## config.mk

```make
export PLATFORM = sky130hd
export DESIGN_NAME = lru_slot_order_queue_core
export DESIGN_NICKNAME = d
export VERILOG_FILES = /design/src/hw/rtl/lsoq_pkg.sv /design/src/hw/rtl/lsoq_ram.sv /design/src/hw/rtl/lru_slot_order_queue_core.sv
export SDC_FILE = /design/constraint.sdc
export NUM_CORES = 2
export LEC_CHECK = 0
export ABC_AREA = 1
export ABC_CLOCK_PERIOD_IN_PS = 5700
export BUFFER_PORTS_ARGS = -buffer_cell sky130_fd_sc_hd__buf_4
export CAP_MARGIN = 40
export CORE_AREA = 4 4 810 812
export DETAILED_ROUTE_END_ITERATION = 10
export DIE_AREA = 0 0 814 816
export SYNTH_ARGS = -nofsm -noshare
export SYNTH_HDL_FRONTEND = slang
export SYNTH_SLANG_ARGS = --single-unit
```

## constraint.sdc

```tcl
create_clock -name clock -period 5.7 [get_ports clock]
set_input_delay 0 -clock clock [delete_from_list [all_inputs] [get_ports clock]]
set_output_delay 0 -clock clock [all_outputs]
set_load 0.02 [all_outputs]
```

## src/hw/rtl/lsoq_pkg.sv

```systemverilog
package lsoq_pkg;

   localparam int DEPTH_DEFAULT      = 64;
   localparam int ADDR_WIDTH_DEFAULT = 48;

   localparam int OP_W     = 2;
   localparam int SLOT_W   = 6;
   localparam int STATUS_W = 3;

   typedef enum logic [OP_W-1:0] {
      OP_INSERT = 2'd0,
      OP_REMOVE = 2'd1,
      OP_TOUCH  = 2'd2,
      OP_LOOKUP = 2'd3
   } op_type;

   typedef enum logic [STATUS_W-1:0] {
      STATUS_OK         = 3'd0,
      STATUS_WAS_EMPTY  = 3'd1,
      STATUS_NOW_EMPTY  = 3'd2,
      STATUS_TOO_FEW    = 3'd3,
      STATUS_MISSING    = 3'd4,
      STATUS_FULL       = 3'd5
   } status_type;

endpackage

```

## src/hw/rtl/lsoq_ram.sv

```systemverilog
module lsoq_ram #(
   parameter int WIDTH = 8,
   parameter int DEPTH = 16
) (
   input  logic                     clock,
   input  logic                     wr_en,
   input  logic [$clog2(DEPTH)-1:0] wr_addr,
   input  logic [WIDTH-1:0]         wr_data,
   input  logic [$clog2(DEPTH)-1:0] rd_addr,
   output logic [WIDTH-1:0]         rd_data
);

   logic [WIDTH-1:0] mem_ff [DEPTH];
   logic [WIDTH-1:0] rd_data_ff;

   always_ff @(posedge clock) begin
      if (wr_en) begin
         mem_ff[wr_addr] <= wr_data;
      end
      rd_data_ff <= mem_ff[rd_addr];
   end

   assign rd_data = rd_data_ff;

endmodule

```

## src/hw/rtl/lru_slot_order_queue_core.sv

```systemverilog
// Ordered replacement list of up to DEPTH entries (address tag plus slot
// number), oldest first, held in one single-port-write / registered-read
// RAM and worked by a small sequencer that moves one entry at a time, a
// read then a write. start is taken when busy is low; busy stays high
// until the result beat, which appears on the rsp_ ports for exactly one
// cycle with rsp_valid high and cannot be stalled. Insert writes the new
// entry at the tail; remove pulls each later entry down one place; lookup
// scans every entry; touch searches for the slot, pulls the entries after
// it down and writes it last, or scans every entry when the slot is
// missing. Every result also carries the head entry, the count and an
// empty flag as they stand after the operation. There is no clearing pass
// after reset: only entries below the count are ever used.
module lru_slot_order_queue_core #(
   parameter int DEPTH      = lsoq_pkg::DEPTH_DEFAULT,
   parameter int ADDR_WIDTH = lsoq_pkg::ADDR_WIDTH_DEFAULT
) (
   input  logic                              clock,
   input  logic                              reset,
   input  logic                              start,
   output logic                              busy,
   input  logic [lsoq_pkg::OP_W-1:0]         req_op,
   input  logic [ADDR_WIDTH-1:0]             req_address,
   input  logic [lsoq_pkg::SLOT_W-1:0]       req_slot,
   output logic                              rsp_valid,
   output logic [lsoq_pkg::STATUS_W-1:0]     rsp_status,
   output logic                              rsp_found,
   output logic [lsoq_pkg::SLOT_W-1:0]       rsp_found_slot,
   output logic [ADDR_WIDTH-1:0]             rsp_oldest_address,
   output logic [lsoq_pkg::SLOT_W-1:0]       rsp_oldest_slot,
   output logic [$clog2(DEPTH+1)-1:0]        rsp_entry_count,
   output logic                              rsp_is_empty
);

   localparam int IDX_W   = $clog2(DEPTH);
   localparam int CNT_W   = $clog2(DEPTH + 1);
   localparam int SLOT_W  = lsoq_pkg::SLOT_W;
   localparam int ENTRY_W = ADDR_WIDTH + SLOT_W;

   typedef enum logic [3:0] {
      S_IDLE,
      S_INSERT,
      S_SCAN_RD,
      S_SCAN_CMP,
      S_SHIFT_RD,
      S_SHIFT_WR,
      S_TAIL_WR,
      S_HEAD_RD,
      S_HEAD_WAIT
   } state_type;

   state_type                    state_ff, state_in;
   lsoq_pkg::op_type             op_ff, op_in;
   logic [ADDR_WIDTH-1:0]        addr_ff, addr_in;
   logic [SLOT_W-1:0]            slot_ff, slot_in;
   logic [CNT_W-1:0]             count_ff, count_in;
   logic [CNT_W-1:0]             idx_ff, idx_in;
   logic [ENTRY_W-1:0]           hold_ff, hold_in;
   lsoq_pkg::status_type         status_ff, status_in;
   logic                         found_ff, found_in;
   logic [SLOT_W-1:0]            fslot_ff, fslot_in;

   logic                         rsp_valid_ff, rsp_valid_in;
   logic [lsoq_pkg::STATUS_W-1:0] rsp_status_ff, rsp_status_in;
   logic                         rsp_found_ff, rsp_found_in;
   logic [SLOT_W-1:0]            rsp_fslot_ff, rsp_fslot_in;
   logic [ADDR_WIDTH-1:0]        rsp_oaddr_ff, rsp_oaddr_in;
   logic [SLOT_W-1:0]            rsp_oslot_ff, rsp_oslot_in;
   logic [CNT_W-1:0]             rsp_count_ff, rsp_count_in;
   logic                         rsp_empty_ff, rsp_empty_in;

   // RAM port
   logic                         wr_en;
   logic [IDX_W-1:0]             wr_addr;
   logic [ENTRY_W-1:0]           wr_data;
   logic [IDX_W-1:0]             rd_addr;
   logic [ENTRY_W-1:0]           rd_data;
   logic [ADDR_WIDTH-1:0]        rd_address;
   logic [SLOT_W-1:0]            rd_slot;

   logic                         accept;
   logic [CNT_W-1:0]             idx_next;

   assign accept     = start && (state_ff == S_IDLE);
   assign busy       = (state_ff != S_IDLE);
   assign rd_address = rd_data[SLOT_W +: ADDR_WIDTH];
   assign rd_slot    = rd_data[SLOT_W-1:0];
   assign idx_next   = idx_ff + CNT_W'(1);

   lsoq_ram #(
      .WIDTH (ENTRY_W),
      .DEPTH (DEPTH)
   ) u_ram (
      .clock   (clock),
      .wr_en   (wr_en),
      .wr_addr (wr_addr),
      .wr_data (wr_data),
      .rd_addr (rd_addr),
      .rd_data (rd_data)
   );

   // Read address: scan reads the current index, the shift reads one ahead,
   // the closing read fetches the head.
   always_comb begin
      unique case (state_ff)
         S_SHIFT_RD: rd_addr = idx_next[IDX_W-1:0];
         S_HEAD_RD:  rd_addr = '0;
         default:    rd_addr = idx_ff[IDX_W-1:0];
      endcase
   end

   // Write port: append, pull one entry down, or put the touched entry last.
   always_comb begin
      wr_en   = 1'b0;
      wr_addr = idx_ff[IDX_W-1:0];
      wr_data = rd_data;
      unique case (state_ff)
         S_INSERT: begin
            wr_en   = 1'b1;
            wr_addr = count_ff[IDX_W-1:0];
            wr_data = {addr_ff, slot_ff};
         end
         S_SHIFT_WR: begin
            wr_en = 1'b1;
         end
         S_TAIL_WR: begin
            wr_en   = 1'b1;
            wr_addr = IDX_W'(count_ff - CNT_W'(1));
            wr_data = hold_ff;
         end
         default: begin
            wr_en = 1'b0;
         end
      endcase
   end

   // Sequencer
   always_comb begin
      state_in      = state_ff;
      op_in         = op_ff;
      addr_in       = addr_ff;
      slot_in       = slot_ff;
      count_in      = count_ff;
      idx_in        = idx_ff;
      hold_in       = hold_ff;
      status_in     = status_ff;
      found_in      = found_ff;
      fslot_in      = fslot_ff;
      rsp_valid_in  = 1'b0;
      rsp_status_in = rsp_status_ff;
      rsp_found_in  = rsp_found_ff;
      rsp_fslot_in  = rsp_fslot_ff;
      rsp_oaddr_in  = rsp_oaddr_ff;
      rsp_oslot_in  = rsp_oslot_ff;
      rsp_count_in  = rsp_count_ff;
      rsp_empty_in  = rsp_empty_ff;

      unique case (state_ff)
         S_IDLE: begin
            if (accept) begin
               op_in     = lsoq_pkg::op_type'(req_op);
               addr_in   = req_address;
               slot_in   = req_slot;
               idx_in    = '0;
               status_in = lsoq_pkg::STATUS_OK;
               found_in  = 1'b0;
               fslot_in  = '0;
               unique case (lsoq_pkg::op_type'(req_op))
                  lsoq_pkg::OP_INSERT: begin
                     if (count_ff == CNT_W'(DEPTH)) begin
                        status_in = lsoq_pkg::STATUS_FULL;
                        state_in  = S_HEAD_RD;
                     end else begin
                        state_in = S_INSERT;
                     end
                  end
                  lsoq_pkg::OP_REMOVE: begin
                     if (count_ff == '0) begin
                        status_in = lsoq_pkg::STATUS_WAS_EMPTY;
                        state_in  = S_HEAD_RD;
                     end else begin
                        state_in = S_SHIFT_RD;
                     end
                  end
                  lsoq_pkg::OP_TOUCH: begin
                     if (count_ff < CNT_W'(2)) begin
                        status_in = lsoq_pkg::STATUS_TOO_FEW;
                        state_in  = S_HEAD_RD;
                     end else begin
                        state_in = S_SCAN_RD;
                     end
                  end
                  default: begin
                     state_in = S_SCAN_RD;
                  end
               endcase
            end
         end

         S_INSERT: begin
            count_in = count_ff + CNT_W'(1);
            state_in = S_HEAD_RD;
         end

         S_SCAN_RD: begin
            if (idx_ff < count_ff) begin
               state_in = S_SCAN_CMP;
            end else begin
               // search ran off the end
               if (op_ff == lsoq_pkg::OP_TOUCH) begin
                  status_in = lsoq_pkg::STATUS_MISSING;
               end
               state_in = S_HEAD_RD;
            end
         end

         S_SCAN_CMP: begin
            if (op_ff == lsoq_pkg::OP_TOUCH) begin
               if (rd_slot == slot_ff) begin
                  // hold the oldest match, then close the gap at idx
                  hold_in  = rd_data;
                  state_in = S_SHIFT_RD;
               end else begin
                  idx_in   = idx_next;
                  state_in = S_SCAN_RD;
               end
            end else begin
               // lookup keeps the newest match
               if (rd_address == addr_ff) begin
                  found_in = 1'b1;
                  fslot_in = rd_slot;
               end
               idx_in   = idx_next;
               state_in = S_SCAN_RD;
            end
         end

         S_SHIFT_RD: begin
            if (idx_next < count_ff) begin
               state_in = S_SHIFT_WR;
            end else if (op_ff == lsoq_pkg::OP_TOUCH) begin
               state_in = S_TAIL_WR;
            end else begin
               count_in = count_ff - CNT_W'(1);
               if (count_ff == CNT_W'(1)) begin
                  status_in = lsoq_pkg::STATUS_NOW_EMPTY;
               end
               state_in = S_HEAD_RD;
            end
         end

         S_SHIFT_WR: begin
            idx_in   = idx_next;
            state_in = S_SHIFT_RD;
         end

         S_TAIL_WR: begin
            state_in = S_HEAD_RD;
         end

         S_HEAD_RD: begin
            if (count_ff == '0) begin
               rsp_valid_in  = 1'b1;
               rsp_status_in = status_ff;
               rsp_found_in  = found_ff;
               rsp_fslot_in  = fslot_ff;
               rsp_oaddr_in  = '0;
               rsp_oslot_in  = '0;
               rsp_count_in  = count_ff;
               rsp_empty_in  = 1'b1;
               state_in      = S_IDLE;
            end else begin
               state_in = S_HEAD_WAIT;
            end
         end

         S_HEAD_WAIT: begin
            rsp_valid_in  = 1'b1;
            rsp_status_in = status_ff;
            rsp_found_in  = found_ff;
            rsp_fslot_in  = fslot_ff;
            rsp_oaddr_in  = rd_address;
            rsp_oslot_in  = rd_slot;
            rsp_count_in  = count_ff;
            rsp_empty_in  = 1'b0;
            state_in      = S_IDLE;
         end

         default: begin
            state_in = S_IDLE;
         end
      endcase
   end

   always_ff @(posedge clock) begin
      if (reset) begin
         state_ff     <= S_IDLE;
         count_ff     <= '0;
         rsp_valid_ff <= 1'b0;
      end else begin
         state_ff     <= state_in;
         count_ff     <= count_in;
         rsp_valid_ff <= rsp_valid_in;
      end
      op_ff         <= op_in;
      addr_ff       <= addr_in;
      slot_ff       <= slot_in;
      idx_ff        <= idx_in;
      hold_ff       <= hold_in;
      status_ff     <= status_in;
      found_ff      <= found_in;
      fslot_ff      <= fslot_in;
      rsp_status_ff <= rsp_status_in;
      rsp_found_ff  <= rsp_found_in;
      rsp_fslot_ff  <= rsp_fslot_in;
      rsp_oaddr_ff  <= rsp_oaddr_in;
      rsp_oslot_ff  <= rsp_oslot_in;
      rsp_count_ff  <= rsp_count_in;
      rsp_empty_ff  <= rsp_empty_in;
   end

   assign rsp_valid          = rsp_valid_ff;
   assign rsp_status         = rsp_status_ff;
   assign rsp_found          = rsp_found_ff;
   assign rsp_found_slot     = rsp_fslot_ff;
   assign rsp_oldest_address = rsp_oaddr_ff;
   assign rsp_oldest_slot    = rsp_oslot_ff;
   assign rsp_entry_count    = rsp_count_ff;
   assign rsp_is_empty       = rsp_empty_ff;

endmodule

```

==> impl_metrics.json <==
{
  "status": "completed",
  "fmax_mhz": 209.3,
  "path_class": "reg -> reg",
  "clockBufferDepth": 4,
  "arrival_ns": 5.64,
  "r2r-end": "u_ram.rd_data[13]$_DFF_P_",
  "grt.overflow.total": 0,
  "r2r_cells": 17,
  "ys_seq_elements": 3721,
  "hpwl_um": 296700,
  "required_ns": 6.56,
  "die_area_mm2": 0.6642,
  "cts_tree": "done",
  "ant_nets": 0,
  "avgViaCountPerCell": 4.676,
  "root_buffer": "clkbuf_16",
  "slew_viol_final": 0,
  "skew_ns": 0.06011,
  "avgSynthCellArea_um2": 10.78,
  "antenna_found_initial": 26,
  "netlist_area_mm2": 0.1616,
  "grt_max_degree": 166,
  "n_fill_cell": 65660,
  "fin_crit_ns": 4.778,
  "drc": 0,
  "die_w_um": 814,
  "grt_pass1_wl_um": 754600,
  "max_slew.worst_pin.slew_ns": 1.138,
  "grt_pass1_vias": 105100,
  "clock_latency_ns": 0.99,
  "whs_path_depth": 5,
  "tns_ns": 0,
  "routed_wl_um": 525300,
  "ys_warn_count": 0,
  "crit_path_max_fanout": 42,
  "syn-num-nets": 15070,
  "cts_buffers": 396,
  "core_area_mm2": 0.6485,
  "synth_cells": 14990,
  "timing.rr.start": "state_ff[2]$_SDFFE_PP0N_",
  "utilization_pct": 29.19,
  "hp-class": "in -> reg",
  "fin_crit_sh_pct": 83.82,
  "drive_gt1_share_pct": 7.876,
  "grt_use_total_pct": 15.12,
  "rsz0062_at_grt": "no",
  "firstDrtPassIters": 6,
  "vias": 113000,
  "cts_sinks": 3721,
  "leakagePower_uw": 0.07453,
  "port_buffers": 132,
  "rrSetupSlack_ns": 0.92,
  "wl_per_cell_um": 21.73,
  "pin_count": 133,
  "relSlewSlack_pct": 24.15,
  "cap_violations": 0,
  "clk_pin_slew_ns": 0.06,
  "setup_viol": 0,
  "cp-end-kind": "register",
  "htree_levels": 5,
  "yosysSeqAreaShare_pct": 68.72,
  "ys_types": 39,
  "area_growth_pct": 17.12,
  "first_iter_violations": 15330,
  "die_h_um": 816,
  "hold_viol": 0,
  "gp_congestion": 0.8313,
  "hold_end": "count_ff[6]$_SDFFE_PP0P_",
  "initial_utilization_pct": 24.93,
  "start_kind": "register",
  "nets": 15260,
  "vdd_drop_max_v": 0.0006849,
  "rows": 296,
  "min_from": "reset",
  "power_density_mw_per_mm2": 614.6
}
-- synthesized netlist by cell type --
cell / number / area share [%]
nor4_1: 4 / 0.015
nand2_2: 2 / 0.0077
o221ai_1: 25 / 0.14
xor2_1: 25 / 0.14
a211oi_1: 2 / 0.0093
o2111ai_1: 1 / 0.0054
edfxtp_1: 3655 / 68
buf_1: 58 / 0.13
nand3_1: 3637 / 11
nand2_4: 6 / 0.042
inv_2: 6 / 0.014
o2111a_1: 1 / 0.0070
buf_4: 32 / 0.15
o21ai_0: 22 / 0.068
o211ai_1: 33 / 0.15
nand3b_1: 541 / 2.5
a22oi_1: 1 / 0.0046
buf_2: 497 / 1.5
nor2_4: 2 / 0.014
o21bai_1: 1 / 0.0046
buf_6: 12 / 0.084
a221oi_1: 3 / 0.016
a21oi_1: 21 / 0.065
nor2_2: 1 / 0.0039
nor2_1: 195 / 0.45
clkinv_2: 1 / 0.0031
clkbuf_1: 278 / 0.65
xnor2_1: 7 / 0.038
inv_1: 2831 / 6.6
nand2_1: 2963 / 6.9
dfxtp_1: 66 / 0.82
o22ai_1: 26 / 0.10
o21ai_1: 4 / 0.012
ha_1: 17 / 0.13
and3_1: 1 / 0.0039
nor3_1: 7 / 0.022
a41oi_1: 1 / 0.0054
nand4_1: 7 / 0.027
a31oi_1: 1 / 0.0039
-- logic make-up (layout without fill, tap and decap cells) --
logic type	count (synthesis)	in the layout	share of synthesized area (%)
compound gates	142	142	0.5914
xor+xnor	32	32	0.1734
fa+ha+maj	17	17	0.1316
buf+inv	3715	4237	9.142
flops	3721	3721	68.72
other cells	0	10	0
simple gates	7366	7366	21.24
-- metrics by stage --
step | cell area (um2) | total power [uW] | std cells | hold slack (ns) | worst slack (ns)
floorplan | 161600 | 67690 | 14990 | 0.06907 | 1.325
global placement | 174700 | 89460 | 23270 | 0.1800 | 0.9917
detailed placement | 175300 | 90220 | 23310 | 0.1795 | 1.070
CTS | 189200 | 115700 | 24150 | 0.1305 | 1.024
global route | 189300 | 120900 | 24160 | 0.2053 | 0.8425
finish | 189300 | 116400 | 24170 | 0.1316 | 0.9223
-- cell usage in the layout, fill, tap and decap left out, types with 116 or more instances in the layout --
master,netlist,routed
buf_12,0,116
buf_4,32,412
clkbuf_16,0,401
edfxtp_1,3655,3655
inv_1,2831,2829
nand2_1,2963,2961
nand3_1,3637,3635
nand3b_1,541,541
nor2_1,195,127
-- critical path, stage by stage (launching register included) --
cell and delay [ns]:
dfxtp_1 0.37, inv_2 0.07, nor2_2 0.17, nand2_4 0.23, nand2_4 0.26, nand2_4 0.41, nand2_8 0.56, buf_12 0.36
buf_4 0.28, buf_4 0.23, nand2_1 0.09, nand2_1 0.07, nand2_1 0.05, nand3_1 0.08, nand3_1 0.22, nand3_1 0.19
nand3_1 0.56, nand2_1 0.35
-- worst max-delay path by stage --
stage	endpoint	slack, ns	cells after the start	from
5_1_grt	u_ram.mem_ff[12][20]$_DFFE_PP_	0.84	14	state_ff[3]$_SDFFE_PP0N_
2_1_floorplan	u_ram.mem_ff[48][0]$_DFFE_PP_	1.32	13	state_ff[0]$_SDFFE_PP0N_
3_5_place_dp	u_ram.rd_data[13]$_DFF_P_	1.07	17	state_ff[2]$_SDFFE_PP0N_
3_3_place_gp	u_ram.mem_ff[12][3]$_DFFE_PP_	0.99	13	state_ff[3]$_SDFFE_PP0N_
6_report	u_ram.rd_data[13]$_DFF_P_	0.92	17	state_ff[2]$_SDFFE_PP0N_
4_1_cts	u_ram.rd_data[13]$_DFF_P_	1.02	17	state_ff[2]$_SDFFE_PP0N_
-- routing by layer --
layer	track usage [%]	part of all wire, %	vias to the layer above
met3	2.667	11	860
met5	0	0.0072	-
met1	21.27	41	55730
met2	23.73	45	6004
li1	-	-	50390
met4	4.567	3.0	6
-- flip-flops by register name, summed over array words and instances (netlist names), 7 cells and up --
name                count
addr_ff                48
count_ff                7
hold_ff                54
idx_ff                  7
rsp_entry_count         7
rsp_oldest_address     48
u_ram.mem_ff         3456
u_ram.rd_data          54
-- report_power, final --
part           internal [uW]  switching (uW)  total (uW)
clock                  14600           10900       25500
sequential             37500            1080       38600
combinational          12600           39700       52300
total                  64600           51700      116000
-- area by class of cell --
type / instances / area (um2) / share of cell area, %
multi-input cells: 7557 / 36890 / 19.49
inverters: 2838 / 10690 / 5.645
diodes: 10 / 25.02 / 0.01322
clock buffers: 546 / 10880 / 5.747
well taps: 8642 / 10810 / 5.712
clock inverters: 188 / 1844 / 0.9742
repair buffers: 665 / 7099 / 3.750
flip-flops and latches: 3721 / 111100 / 58.67
-- timing repair --
| item | CTS | global route |
|---|---|---|
| hold buffers | 115 | 0 |
| gates resized for setup | 0 | 0 |
| setup buffers | 0 | 0 |
| hold endpoints to repair | 134 | 0 |
Power figures use the tool's default switching activity.
